<file path="src/rtl/awbgn_div.sv">
// Pipelined restoring divider, one quotient bit per register stage.
`timescale 1ns / 1ps
module awbgn_div #(
   parameter int NUM_W = 26,
   parameter int DEN_W = 16
) (
   input  logic             clock,
   input  logic             advance,
   input  logic [NUM_W-1:0] num,
   input  logic [DEN_W-1:0] den,
   output logic [NUM_W-1:0] quot
);
   logic [DEN_W-1:0] rem_ff [NUM_W];
   logic [NUM_W-1:0] nq_ff  [NUM_W];
   logic [DEN_W-1:0] den_ff [NUM_W];

   genvar s;
   generate
      for (s = 0; s < NUM_W; s++) begin : g_stage
         logic [DEN_W-1:0] rem_prev;
         logic [NUM_W-1:0] nq_prev;
         logic [DEN_W-1:0] den_prev;
         logic [DEN_W:0]   trial;
         logic [DEN_W:0]   diff;
         logic             ge;
         logic [DEN_W-1:0] rem_in;
         logic [NUM_W-1:0] nq_in;

         if (s == 0) begin : g_first
            assign rem_prev = '0;
            assign nq_prev  = num;
            assign den_prev = den;
         end else begin : g_next
            assign rem_prev = rem_ff[s-1];
            assign nq_prev  = nq_ff[s-1];
            assign den_prev = den_ff[s-1];
         end

         always_comb begin
            trial  = {rem_prev, nq_prev[NUM_W-1]};
            diff   = trial - {1'b0, den_prev};
            ge     = (trial >= {1'b0, den_prev});
            rem_in = ge ? diff[DEN_W-1:0] : trial[DEN_W-1:0];
            nq_in  = {nq_prev[NUM_W-2:0], ge};
         end

         always_ff @(posedge clock) begin
            if (advance) begin
               rem_ff[s] <= rem_in;
               nq_ff[s]  <= nq_in;
               den_ff[s] <= den_prev;
            end
         end
      end
   endgenerate

   assign quot = nq_ff[NUM_W-1];
endmodule
</file>
<file path="config.mk">
export PLATFORM = sky130hd
export DESIGN_NAME = awbgn_div
export DESIGN_NICKNAME = d
export VERILOG_FILES = /design/src/rtl/awbgn_div.sv
export SDC_FILE = /design/constraint.sdc
export NUM_CORES = 2
export LEC_CHECK = 0
export BUFFER_PORTS_ARGS = -buffer_cell sky130_fd_sc_hd__buf_4
export CORE_ASPECT_RATIO = 1.75
export CORE_MARGIN = 2
export CORE_UTILIZATION = 28
export CTS_CLUSTER_DIAMETER = 30
export DETAILED_ROUTE_END_ITERATION = 6
export HOLD_SLACK_MARGIN = 0.06
export PLACE_DENSITY_LB_ADDON = 0.12
export SLEW_MARGIN = 20
export SYNTH_ARGS = -nofsm -noshare
export SYNTH_HDL_FRONTEND = slang
export SYNTH_SLANG_ARGS = --single-unit
</file>
<file path="constraint.sdc">
create_clock -name clock -period 6.9 [get_ports clock]
set_input_delay 0 -clock clock [delete_from_list [all_inputs] [get_ports clock]]
set_output_delay 0 -clock clock [all_outputs]
set_load 0.05 [all_outputs]
</file>
==> run_results.csv <==
group,metric,value,unit
worst_setup_path,path_class,"flop to flop",
placement,dp_hpwl,123000,um
placement,io_buffers,69,
drt,ant_nets,0,
min_path,holdCritPathClass,"primary input to flop",
clock_network,tritoncts,"built",
synthesis,synth-edff-count,1476,
worst_setup_path,crit_fanout,16,
pwr,vdd_drop_max,227,uV
floorplanning,start_util,28.2,%
synthesis,ys_seq_area_share,64.9,%
worst_setup_path,critPathLaunchType,"flop",
synthesis,synthCells,4985,
global_routing,grt_pass1_vias,44815,
synthesis,syn-cell-area,0.0683,mm2
outcome,status,"completed",
floorplanning,die_area,0.248,mm2
drt,routed_via_density,4.57,
synthesis,synthDominantCellAreaShare,64.9,%
synthesis,synth_warnings,0,
sta,finalHoldViolations,0,
sta,fmax,254,MHz
sta,rsz0062_at_grt,"false",
final_layout,area_growth_syn_to_layout,25.3,%
synthesis,ys.flop_type,"edfxtp_1",
min_path,holdPathEnd,"rem_ff[0][15]$_SDFFCE_PP0P_",
pwr,p_sw,13600,uW
drt,drt-wirelength-per-cell,19.0,um
drt,drtIter0Drc,1591,
clock_network,clkLatencyLatePin,0.85,ns
clock_network,htree_levels,5,
worst_setup_path,rrSetupSlack,2.97,ns
synthesis,synthTopCellsByArea,"edfxtp_1 65%, ha_1 7.4%, mux2_2 2.9%",
global_routing,grt_max_degree,179,
clock_network,cts-root-buf,"clkbuf_16",
worst_setup_path,endpoint_kind,"flop",
floorplanning,die_width,377,um
drt,first_pass_iters,5,
job,max-cap-violations,0,
sta,setup-tns-final,0,ns
pwr,switching_share,31.9,%
global_routing,grtUsageTotal,13.5,%
sta,drv_slew,0,
sta,period_share,57.0,%
sta,setup_viol,0,
global_routing,antenna_found_initial,2,
floorplanning,die_h,657,um
synthesis,async_flop_share,0,%
synthesis,yosys.area_share.xor_xnor,3.36,%
worst_setup_path,rr_worst_depth,9,
pwr,power.share.sequential,31.3,%
pwr,pwr-share-clk,38.1,%
drt,drc_errors,0,
floorplanning,core,0.243,mm2
global_routing,grt-ovfl-total,0,
synthesis,ys_types,91,
placement,gp_congestion,0.904,
sta,relSlewSlack,26.2,%
clock_network,clockBufferDepth,4,
pwr,p_leak,0.0330,uW
synthesis,synth.area.mux_share,3.62,%
sta,fin_crit,3.93,ns
floorplanning,core.rowCount,239,
worst_setup_path,arrival,4.50,ns
synthesis,synthTopCellsByCount,"1476 x edfxtp_1, 511 x inv_1, 402 x ha_1, 299 x o21ai_0, 289 x a21oi_1",
sta,worst_pin_slew,1.11,ns
clock_network,clkSlewWorstSetupHoldPaths,0.04,ns
sta,skew,0.0705,ns
final_layout,stdcell_area,0.0856,mm2
synthesis,synth_top_cell_by_area,"edfxtp_1",
pwr,power_density,498,mW/mm2
final_layout,nets,5936,
min_path,hold_depth,3,
synthesis,synth.most_common_cell,"edfxtp_1",
clock_network,cts_buffers,345,
clock_network,cts.repair.resized,0,
min_path,hold_start,"den[1]",
global_routing,grt_pass1_wl,252000,um
clock_network,cts_sinks,1476,
synthesis,synth_fa_ha_area_share,8.07,%
floorplanning,pin_count,70,
synthesis,syn_nets,5455,
worst_setup_path,worstPathRequired,7.47,ns
worst_setup_path,r2r-start,"rem_ff[1][1]$_DFFE_PP_",
synthesis,synthSimpleGateAreaFrac,6.43,%
drt,vias,41140,
pwr,power_frac_comb,30.6,%
synthesis,ys_ff_latch,1476,
final_layout,drive_gt1_share,15.6,%
synthesis,syn_area_per_cell,13.7,um2
drt,wirelength,171000,um
placement,place_area,0.0731,mm2
synthesis,synth_compound_area_share,10.3,%
synthesis,synth_top_family_by_area,"compound AO/OA/AOI/OAI gates",
worst_setup_path,r2r-end,"rem_ff[1][18]$_DFFE_PP_",
pwr,internal_power,29000,uW
worst max-delay path by stage:
stage	start	slack, ns	to	cells past startpoint
floorplan	rem_ff[1][5]$_DFFE_PP_	4.01	rem_ff[1][25]$_DFFE_PP_	10
global placement	den_ff[1][97]$_DFFE_PP_	2.98	rem_ff[1][127]$_DFFE_PP_	10
detailed placement	rem_ff[0][202]$_DFFE_PP_	3.00	rem_ff[0][222]$_DFFE_PP_	10
CTS	rem_ff[0][202]$_DFFE_PP_	3.00	rem_ff[0][222]$_DFFE_PP_	10
global route	den_ff[1][97]$_DFFE_PP_	2.93	rem_ff[1][127]$_DFFE_PP_	10
finish	rem_ff[1][1]$_DFFE_PP_	2.97	rem_ff[1][18]$_DFFE_PP_	9
cells by family (layout without fill, tap and decap cells):
group                    count (synthesis)  after routing
AND/OR/NAND/NOR                        922            922
XOR/XNOR                               262            262
multiplexers                           219            219
other                                    0              6
AO/OA/AOI/OAI                         1104           1104
buffers and inverters                  576           1338
flip-flops                            1476           1476
adder cells (fa/ha/maj)                426            426
per-layer routing:
layer  global-route usage, %  wire length, um  vias to the layer above
met5                       0                0                        -
met2                    30.5           109000                      848
met1                    8.62            43200                    20007
li1                        -                -                    19717
met4                    9.97            12600                        0
met3                    2.54             5950                      568
cell usage in the layout, fill, tap and decap left out, drive strengths merged, types with 70 or more instances in the layout:
master and n:
edfxtp 1476, a21oi 293, o21ai 311, xor2 103, dlygate4sd3 85, a21o 102
clkinv 134, ha 402, clkbuf 388, nor2b 70, mux2 188, o21a 79
inv 540, nor2 266, buf 113, xnor2 159, nand2 268
layout make-up:
type | count | area [um2]
Multi-Input combinational cell | 2933 | 21800
Fill cell | 23546 | 157000
Tap cell | 3253 | 4070
Antenna cell | 6 | 15.0
Inverter | 512 | 1920
Clock buffer | 388 | 8920
Sequential cell | 1476 | 44300
Timing Repair Buffer | 198 | 1840
Clock inverter | 240 | 2710
sequential cells by signal, summed over array words and instances (netlist names):
register / flops
rem_ff: 400
nq_ff: 676
den_ff: 400
power by group through the flow:
stage | registers [uW] | clock network, uW | logic, uW
floorplan | 13100 | 0 | 9480
global placement | 13500 | 0 | 13000
detailed placement | 13500 | 0 | 13100
CTS | 13400 | 16700 | 13300
global route | 13500 | 17200 | 14400
finish | 13300 | 16300 | 13100
critical path, stage by stage, from the launching register on:
cell,delay [ns]
edfxtp_1,0.39
ha_1,0.37
o21ai_0,0.18
a21oi_1,0.12
nor3_1,0.52
o311a_2,0.38
a21oi_2,0.11
a2111o_1,0.44
a21boi_4,0.72
mux2_2,0.41
repair_timing:
item | CTS | global route
hold endpoints to repair | 201 | 0
hold buffers | 85 | 0
buffers inserted | 0 | 0
metrics by stage:
step	worst slack (ns)	hold WS, ns	utilization (%)	instances	power, uW
global placement	2.98	0.178	30.1	8287	26500
floorplan	4.01	0.0989	-	4985	22600
global route	2.93	0.0903	35.3	9005	45000
finish	2.97	0.132	35.3	9006	42700
detailed placement	3.00	0.179	30.1	8287	26600
CTS	3.00	0.0639	35.3	9000	43400
Power figures use the tool's default switching activity.
